[src/rtl/core/phase_space_histogram_macros.svh]
`ifndef PHASE_SPACE_HISTOGRAM_MACROS_SVH
`define PHASE_SPACE_HISTOGRAM_MACROS_SVH

// Checked on every clock edge outside reset.
`define PSH_ASSERT(name, prop, msg) \
  name: assert property (@(posedge clk) disable iff (rst) prop) else $error(msg);

// Checked on every clock edge, reset included.
`define PSH_ASSERT_ALWAYS(name, prop, msg) \
  name: assert property (@(posedge clk) prop) else $error(msg);

`endif

[src/rtl/core/psh_pkg.sv]
package psh_pkg;

  localparam int unsigned BINS_HALF_DEFAULT   = 64;
  localparam int unsigned COUNT_WIDTH_DEFAULT = 24;

  typedef enum logic [1:0] {
    OP_ADD   = 2'd0,
    OP_READ  = 2'd1,
    OP_CLEAR = 2'd2,
    OP_NONE  = 2'd3
  } op_t;

  typedef struct packed {
    logic load;
    logic calc;
    logic index;
    logic read;
    logic finish;
    logic zero;
    logic clear;
  } psh_ctl_t;

  typedef struct packed {
    op_t  op;
    logic clear_last;
  } psh_status_t;

endpackage

[src/rtl/core/psh_controller.sv]
`include "phase_space_histogram_macros.svh"

module psh_controller (
  input  logic                 clk,
  input  logic                 rst,
  input  logic                 start,
  output logic                 busy,
  output logic                 valid,
  output psh_pkg::psh_ctl_t    ctl,
  input  psh_pkg::psh_status_t stat
);
  import psh_pkg::*;

  typedef enum logic [6:0] {
    S_IDLE  = 7'b0000001,
    S_BIN   = 7'b0000010,
    S_INDEX = 7'b0000100,
    S_READ  = 7'b0001000,
    S_WRITE = 7'b0010000,
    S_CLEAR = 7'b0100000,
    S_DONE  = 7'b1000000
  } state_t;

  state_t state;
  state_t state_next;
  logic   reply;
  logic   reply_next;

  always_ff @(posedge clk) begin
    if (rst) begin
      state <= S_CLEAR;
      reply <= 1'b0;
    end else begin
      state <= state_next;
      reply <= reply_next;
    end
  end

  always_comb begin
    state_next = state;
    reply_next = reply;
    ctl        = '0;
    case (state)
      S_IDLE: begin
        if (start) begin
          ctl.load   = 1'b1;
          state_next = S_BIN;
        end
      end
      S_BIN: begin
        ctl.calc = 1'b1;
        case (stat.op)
          OP_ADD, OP_READ: begin
            state_next = S_INDEX;
          end
          OP_CLEAR: begin
            reply_next = 1'b1;
            state_next = S_CLEAR;
          end
          default: begin
            ctl.zero   = 1'b1;
            state_next = S_DONE;
          end
        endcase
      end
      S_INDEX: begin
        ctl.index  = 1'b1;
        state_next = S_READ;
      end
      S_READ: begin
        ctl.read   = 1'b1;
        state_next = S_WRITE;
      end
      S_WRITE: begin
        ctl.finish = 1'b1;
        state_next = S_DONE;
      end
      S_CLEAR: begin
        ctl.clear = 1'b1;
        if (stat.clear_last) begin
          reply_next = 1'b0;
          if (reply) begin
            ctl.zero   = 1'b1;
            state_next = S_DONE;
          end else begin
            state_next = S_IDLE;
          end
        end
      end
      S_DONE: begin
        state_next = S_IDLE;
      end
      default: begin
        state_next = S_IDLE;
      end
    endcase
  end

  assign busy  = (state != S_IDLE);
  assign valid = (state == S_DONE);

  `PSH_ASSERT_ALWAYS(a_reset_clears, rst |=> (state == S_CLEAR), "reset must start a clear sweep")
  `PSH_ASSERT(a_valid_pulse, valid |=> !valid, "result strobe held longer than one cycle")
  `PSH_ASSERT(a_sweep_runs, (state == S_CLEAR && !stat.clear_last) |=> (state == S_CLEAR), "clear sweep left early")
  `PSH_ASSERT(a_write_then_result, (state == S_WRITE) |=> valid, "count update not followed by its result")

endmodule
[config.mk]
export PLATFORM = sky130hd
export DESIGN_NAME = psh_controller
export DESIGN_NICKNAME = d
export VERILOG_FILES = /design/src/rtl/core/psh_pkg.sv /design/src/rtl/core/psh_controller.sv
export VERILOG_INCLUDE_DIRS = /design/src /design/src/rtl/core
export SDC_FILE = /design/constraint.sdc
export NUM_CORES = 1
export LEC_CHECK = 0
export BUFFER_PORTS_ARGS = -buffer_cell sky130_fd_sc_hd__clkbuf_2
export CAP_MARGIN = 0
export CORE_AREA = 2 2 39 41
export CTS_CLUSTER_SIZE = 28
export DETAILED_ROUTE_END_ITERATION = 12
export DIE_AREA = 0 0 41 43
export PLACE_DENSITY = 0.66
export SLEW_MARGIN = 10
export SYNTH_ARGS = -nofsm -noshare
export SYNTH_HDL_FRONTEND = slang
export SYNTH_SLANG_ARGS = --single-unit
export TNS_END_PERCENT = 20
[constraint.sdc]
create_clock -name clk -period 2.2 [get_ports clk]
set_clock_uncertainty 0.1 [all_clocks]
set_input_delay 0.11 -clock clk [delete_from_list [all_inputs] [get_ports clk]]
set_output_delay 0.11 -clock clk [all_outputs]
set_load 0.1 [all_outputs]
### Word level (Yosys, flattened, before mapping)

Cells that the tools add are included.

| word-level totals | value |
|---|---|
| bits in read-only memories | 0 |
| output and inout bits | 9 |
| memories | 0 |
| input bits | 6 |
| RAM bits | 0 |
| flip-flop bits (word level) | 8 |
| latch bits | 0 |

| operators by class | value |
|---|---|
| equal/unequal tests | 13 |
| $add $sub $neg | 0 |
| $lt $le $gt $ge | 0 |
| $mul | 0 |
| div/mod/pow operators | 0 |
| multiplexer cells | 19 |
| bitwise logic cells | 0 |
| shift operators | 0 |
| reduce and logical (&&, ||, !) cells | 6 |

Operator list:

| cell | count |
|---|---|
| case mux 7 bit (6 select lines) | 1 |
| 2-to-1 mux 7 bit | 3 |
| case mux 7 bit (2 select lines) | 1 |
| 2-to-1 mux 1 bit | 12 |
| equality test 7 x 1 -> 1 bit (second input constant) | 1 |
| equality test 7 x 2 -> 1 bit (second input constant) | 1 |
| equality test 7 x 3 -> 1 bit (second input constant) | 1 |
| equality test 7 x 4 -> 1 bit (second input constant) | 1 |
| equality test 7 x 5 -> 1 bit (second input constant) | 1 |
| equality test 7 x 6 -> 1 bit (second input constant) | 1 |
| equality test 7 bit (second input constant) | 1 |
| inequality test 7 x 1 -> 1 bit (second input constant) | 1 |
| inequality test 2 bit (second input constant) | 2 |
| case mux 1 bit (2 select lines) | 2 |
| AND reduction 3 bit | 1 |
| OR reduction 3 bit | 1 |
| equality test 2 x 1 -> 1 bit (second input constant) | 1 |
| equality test 2 bit (second input constant) | 1 |
| zero test 2 bit | 1 |
| inequality test 2 x 1 -> 1 bit (second input constant) | 1 |
| AND reduction 2 bit | 1 |
| nonzero test 2 bit | 1 |
| OR reduction 2 bit | 1 |

### Depth between registers and ports, before layout

Gate-level depths: netlist (run 1).

| logic depth | value |
|---|---|
| depth in word-level cells | 4 |
| gate-level depth with buffers | 5 |

### Worst setup path after synthesis (run 1)

No wires, ideal clock.

| timing | value |
|---|---|
| kind | register to register |
| start point | reg state[1] |
| end point | reg state[4] |
| slack | -2.082 ns |
| stages on the path, launching flop included | 5 |
| data arrival time | 4.107 ns |
| required time | 2.025 ns |
| clock period less this slack | 4.282 ns |
| path through | dfxtp_1 > nor2_1 > nand2_1 > nor4b_1 > and3b_1 |

| on the way | value |
|---|---|
| cells in the longest elaborated chain, start to end | 3 |
| elaborated cells between the ends (all ways) | 10 |
| classes of those cells | 8 x eq/ne; 1 x mux; 1 x reduce/logical |

Ends and longest elaborated chain:

| element | line | text |
|---|---|---|
| start: declaration | psh_controller.sv:24 | `state_t state;` |
| start signal: assignment | psh_controller.sv:34 | `state <= state_next;` |
| equality test 7 x 6 -> 1 bit / equality test 7 x 1 -> 1 bit (equally long branches) | psh_controller.sv:43 | `case (state)` |
| inequality test 2 bit (no source line) | n/a |  |
| AND reduction 2 bit (no source line) | n/a |  |

Parallel ways exist; a longest one is shown, timed or not.
A chain may end at the register's enable or synchronous reset.

==> impl_metrics.csv, run 1 <==
group,metric,value,unit
route,viasPerCell,5.20,
die,die_area,0.00176,mm^2
run_status,run_status,"complete, no violations",
global_routing,grt_use_total,15.6,%
worst_setup_path,r2r_slack,0.76,ns
synth,ys_ff_latch,8,
sta,rsz0062_at_grt,"no",
die,core,0.00138,mm^2
worst_setup_path,critPathRequiredTime,1.99,ns
place,gp_congestion,0.740,
route,dr_total_vias,432,
global_routing,grt_max_degree,8,
synth,syn_avg_cell_area,9.54,um^2
power,peakVddDrop,0.290,mV
power,p_leak,0.000276,uW
worst_setup_path,arrival,1.79,ns
final_layout,stdcell_count,83,
route,ant_nets,0,
clock_network,cts_made_buffers,3,
worst_setup_path,cp_max_fo,5,
run,drv_cap,0,
sta,hold_violations,0,
sta,slew_headroom,64.2,%
die,initial_core_util,33.1,%
power,power_density,633,mW/mm^2
worst_setup_path,crit_type,"register to primary output",
global_routing,grt_antenna_before_repair,0,
global_routing,grt_pass1_vias,375,
worst_setup_path,cp-start-kind,"register",
min_path,hold_class,"input pin to register",
die,ios,15,
final_layout,antenna_cells,0,
worst_setup_path,end_kind,"primary output",
clock_network,clockRootBuffer,"clkbuf_4",
synth,synth_cell_types,24,
final_layout,postLayoutCellArea,608,um^2
place,dp.cells,78,
die,fp.dieW,41,um
clock_network,clk_latency,0.26,ns
route,dr.pass1.iters,4,
die,die_height,43,um
route,drc_errors,0,
synth,yosysWarnings,0,
clock_network,clk_path_buf_depth,2,
sta,hold_slack,0.0174,ns
sta,post-route-period-util,90.7,%
place,hpwlAfterDp,767,um
synth,synth_nets,54,
clock_network,cts_tree,"done",
place,post_dp_cell_area,563,um^2
global_routing,grt_pass1_wl,1700,um
clock_network,clock_sink_count,8,
die,rows,14,
clock_network,h-tree-depth,1,
synth,synth_area,458,um^2
clock_network,clk_pin_slew,0.05,ns
final_layout,syn_to_final_growth,32.8,%
final_layout,final_nets,75,
route,drt_iter0_markers,5,
global_routing,grt-ovfl-total,0,
sta,worst_slack,0.204,ns
place,preCtsSetupSlack,0.355,ns
synth,yosysSeqAreaShare,35.0,%
power,total_power,385,uW
final_layout,drive_above_1_share,37.3,%
route,wl_per_cell,11.9,um
sta,max_freq,501,MHz
route,routed_wl,985,um
sta,slew_viol_final,0,
final_layout,fillers,135,
sta,worstMarginPinSlew,0.540,ns
synth,syn_inst,48,
place,portBuffers,14,
clock_network,post-cts-setup-buffer-count,0,
sta,setup_viol,0,
sta,fin_crit,2.00,ns
==> critical path, stage by stage (launching register included) <==
cell and delay, ns:
dfxtp_1 0.37, nor4_4 0.37, nand3_1 0.17, clkinv_1 0.12, nand3_1 0.08, nand2_1 0.07
clkbuf_4 0.32
==> cell type report <==
cell class,count,area [um^2],share of cell area [%]
multi-input combinational,37,302,49.6
sequential,8,160,26.3
timing repair buffer,16,92.6,15.2
clock buffer,3,22.5,3.70
tap,16,20.0,3.29
inverter,3,11.3,1.85
==> timing repair <==
action	CTS	global route
hold buffers	2	0
endpoints found under the setup margin	0	1
endpoints found under the hold margin	3	0
resized for setup	0	2
==> synthesized netlist by cell type <==
cell / number / area share, %
and4b_1: 3 / 6.6
a41oi_2: 1 / 3.6
nor4b_1: 2 / 3.8
o211a_1: 1 / 2.2
inv_1: 2 / 1.6
o21ai_0: 2 / 2.2
nor3_4: 1 / 3.6
nor4_4: 1 / 4.6
a311oi_1: 1 / 1.9
nand3b_1: 1 / 1.6
nand2_1: 3 / 2.5
clkinv_1: 1 / 0.82
nor2_4: 1 / 2.5
nor2_1: 4 / 3.3
xor2_1: 2 / 3.8
o31a_1: 1 / 1.9
nand3_1: 3 / 3.3
nor3b_1: 1 / 1.6
dfxtp_1: 8 / 35
o21ai_1: 1 / 1.1
nor3_1: 1 / 1.1
a21oi_1: 4 / 4.4
nand4b_2: 1 / 3.3
and3b_1: 2 / 3.8
==> logic make-up after synthesis <==
| group | synth area share (%) |
|---|---|
| simple gates | 41.5 |
| flops | 35.0 |
| compound gates | 17.2 |
| xor+xnor | 3.83 |
| buf+inv | 2.46 |
==> stage by stage <==
stage / util [%] / TNS [ns]
4_1_cts: 43.8 / 0
5_1_grt: 43.9 / 0
6_report: 43.9 / 0
3_5_place_dp: 40.7 / 0
3_3_place_gp: 40.7 / 0
2_1_floorplan: - / -2.61
==> cells in the final DEF, fill, tap and decap left out, drive strengths merged, types with 2 or more instances in the layout <==
cell type,synthesis,layout
nor4b,2,2
nor3,2,2
inv,2,2
xor2,2,2
nand2,3,3
dfxtp,8,8
and4b,3,3
a21oi,4,4
nor2,5,5
nand3,3,3
dlygate4sd3,0,2
and3b,2,2
clkbuf,0,17
o21ai,3,3
==> registers in the layout (all words and copies together), names as in the netlist <==
signal,flops
reply,1
state,7
==> final timing paths <==
kind,depth (start not counted),to,from
min reg2reg,2,reply,reply
max,6,ctl[1],state[1]
max reg2reg,4,state[0],state[1]
min,3,state[6],stat[1]
==> layer usage <==
layer	wire length, um	up-vias	global-route usage [%]
met4	51	0	16.0
met5	0	-	0
li1	-	225	-
met1	479	193	22.9
met3	35	4	4.71
met2	419	10	16.3
==> power by group <==
part,total [uW],switching [uW],internal (uW)
registers,162,11.8,150
logic,105,75.1,29.5
clock network,118,55.3,62.8
total,385,142,242
Power figures use the tool's default switching activity.
==> run 2: changes to the inputs <==
- BUFFER_PORTS_ARGS: -buffer_cell sky130_fd_sc_hd__clkbuf_2 -> unset
- CTS_BUF_LIST: unset -> sky130_fd_sc_hd__clkbuf_8 sky130_fd_sc_hd__clkbuf_16
- DONT_BUFFER_PORTS: unset -> 1
- PLACE_DENSITY: 0.66 -> 0.56
==> impl_metrics.csv, run 2 (synthesis gave the netlist of run 1 again) <==
group,metric,value,unit
power,p_seq_share,36.5,%
final_layout,top_regs,"state x7, reply x1",
route,drc_errors,0,
clock_network,clock_sink_count,8,
die,core,0.00138,mm^2
sta,slew_headroom,70.4,%
route,drt_iter0_markers,0,
die,rows,14,
place,portBuffers,0,
die,initial_core_util,33.1,%
run_status,run_status,"complete, no violations",
min_path,hold_start,"start",
worst_setup_path,end_kind,"register",
sta,fin_crit,2.01,ns
sta,slew_viol_final,0,
final_layout,final_nets,73,
route,viasPerCell,5.26,
clock_network,clk_pin_slew,0.04,ns
worst_setup_path,reg2reg_depth,5,
final_layout,stdcell_count,81,
global_routing,grt_pass1_vias,479,
sta,max_freq,497,MHz
final_layout,layout_commonest_cell,"dfxtp_1",
final_layout,fin_util,50.2,%
sta,rsz0062_at_grt,"no",
worst_setup_path,critPathRequiredTime,2.27,ns
run,drv_cap,0,
worst_setup_path,cp_max_fo,6,
final_layout,largest_reg_flops,7,
clock_network,clk_path_buf_depth,2,
clock_network,cts_tree,"done",
worst_setup_path,arrival,2.08,ns
clock_network,cts_made_buffers,3,
sta,worst_slack,0.188,ns
final_layout,largest-register,"state",
clock_network,cts_resized,0,
die,ios,15,
global_routing,grt-ovfl-total,0,
die,fp.dieW,41,um
clock_network,post-cts-setup-buffer-count,0,
place,hpwlAfterDp,849,um
die,die_area,0.00176,mm^2
power,power_density,647,mW/mm^2
min_path,hold_depth,2,
place,preCtsSetupSlack,0.562,ns
global_routing,grt_pass1_wl,2010,um
global_routing,grt_max_degree,8,
clock_network,clockRootBuffer,"clkbuf_8",
route,wl_per_cell,14.1,um
place,dp.cells,73,
final_layout,syn_to_final_growth,51.6,%
global_routing,grt_antenna_before_repair,0,
global_routing,grt_use_total,17.8,%
clock_network,clk_latency,0.23,ns
sta,hold_slack,0.000909,ns
power,p_leak,0.000291,uW
final_layout,drive_above_1_share,30.8,%
sta,setup_viol,0,
power,power.internal,305,uW
route,dr_total_vias,426,
clock_network,cts_hold_buffers,5,
worst_setup_path,r2r-start,"state[2]",
worst_setup_path,crit_type,"register to register",
route,routed_wl,1140,um
die,die_height,43,um
worst_setup_path,crit_start,"state[2]",
min_path,hold_class,"input pin to register",
route,ant_nets,0,
power,combPwrFrac,24.8,%
sta,post-route-period-util,91.4,%
power,p_sw_share,32.2,%
power,power.share.clock,38.7,%
power,peakVddDrop,0.400,mV
clock_network,h-tree-depth,1,
route,dr.pass1.iters,1,
final_layout,antenna_cells,0,
sta,worstMarginPinSlew,0.443,ns
worst_setup_path,cp-start-kind,"register",
place,gp_congestion,0.719,
final_layout,layout_common_cells,"dfxtp_1, buf_4, dlygate4sd3_1",
sta,hold_violations,0,
power,p_sw,145,uW
## run 2: worst max-delay path: stages, from the launching register on
cell	delay, ns
dfxtp_1	0.40
nor3_4	0.29
and4b_1	0.33
nand3b_1	0.13
a21oi_1	0.14
dlygate4sd3_1	0.56
## run 2: metal layers
layer | track usage, % | up-vias | routed length, um
met5 | 0 | - | 0
met4 | 14.0 | 0 | 30
met3 | 5.24 | 2 | 38
met2 | 28.7 | 11 | 620
met1 | 17.5 | 195 | 451
li1 | - | 218 | -
## run 2: through the flow
step	instance area [um^2]	TNS, ns	power [uW]
floorplan	473	-2.61	246
detailed placement	603	0	271
CTS	694	0	453
global route	694	0	474
finish	694	0	449
global placement	603	0	270
## run 2: final cells by class
type	instances	area [um^2]
fillers	125	689
multi-input cells	37	319
flip-flops and latches	8	160
repair buffers	14	143
clock buffers	3	41.3
well taps	16	20.0
inverters	3	11.3
## run 2: final timing paths
check	to	slack, ns
worst min-delay path	state[6]	0.0009
worst min register to register	state[6]	0.49
worst max-delay path	reply	0.19
worst max register to register	reply	0.19
## run 2: power groups by stage
stage / sequential (uW) / clock (uW) / combinational [uW]
6_report: 164 / 174 / 111
5_1_grt: 164 / 189 / 120
4_1_cts: 164 / 177 / 112
3_5_place_dp: 166 / 0 / 105
3_3_place_gp: 166 / 0 / 104
2_1_floorplan: 163 / 0 / 83.3
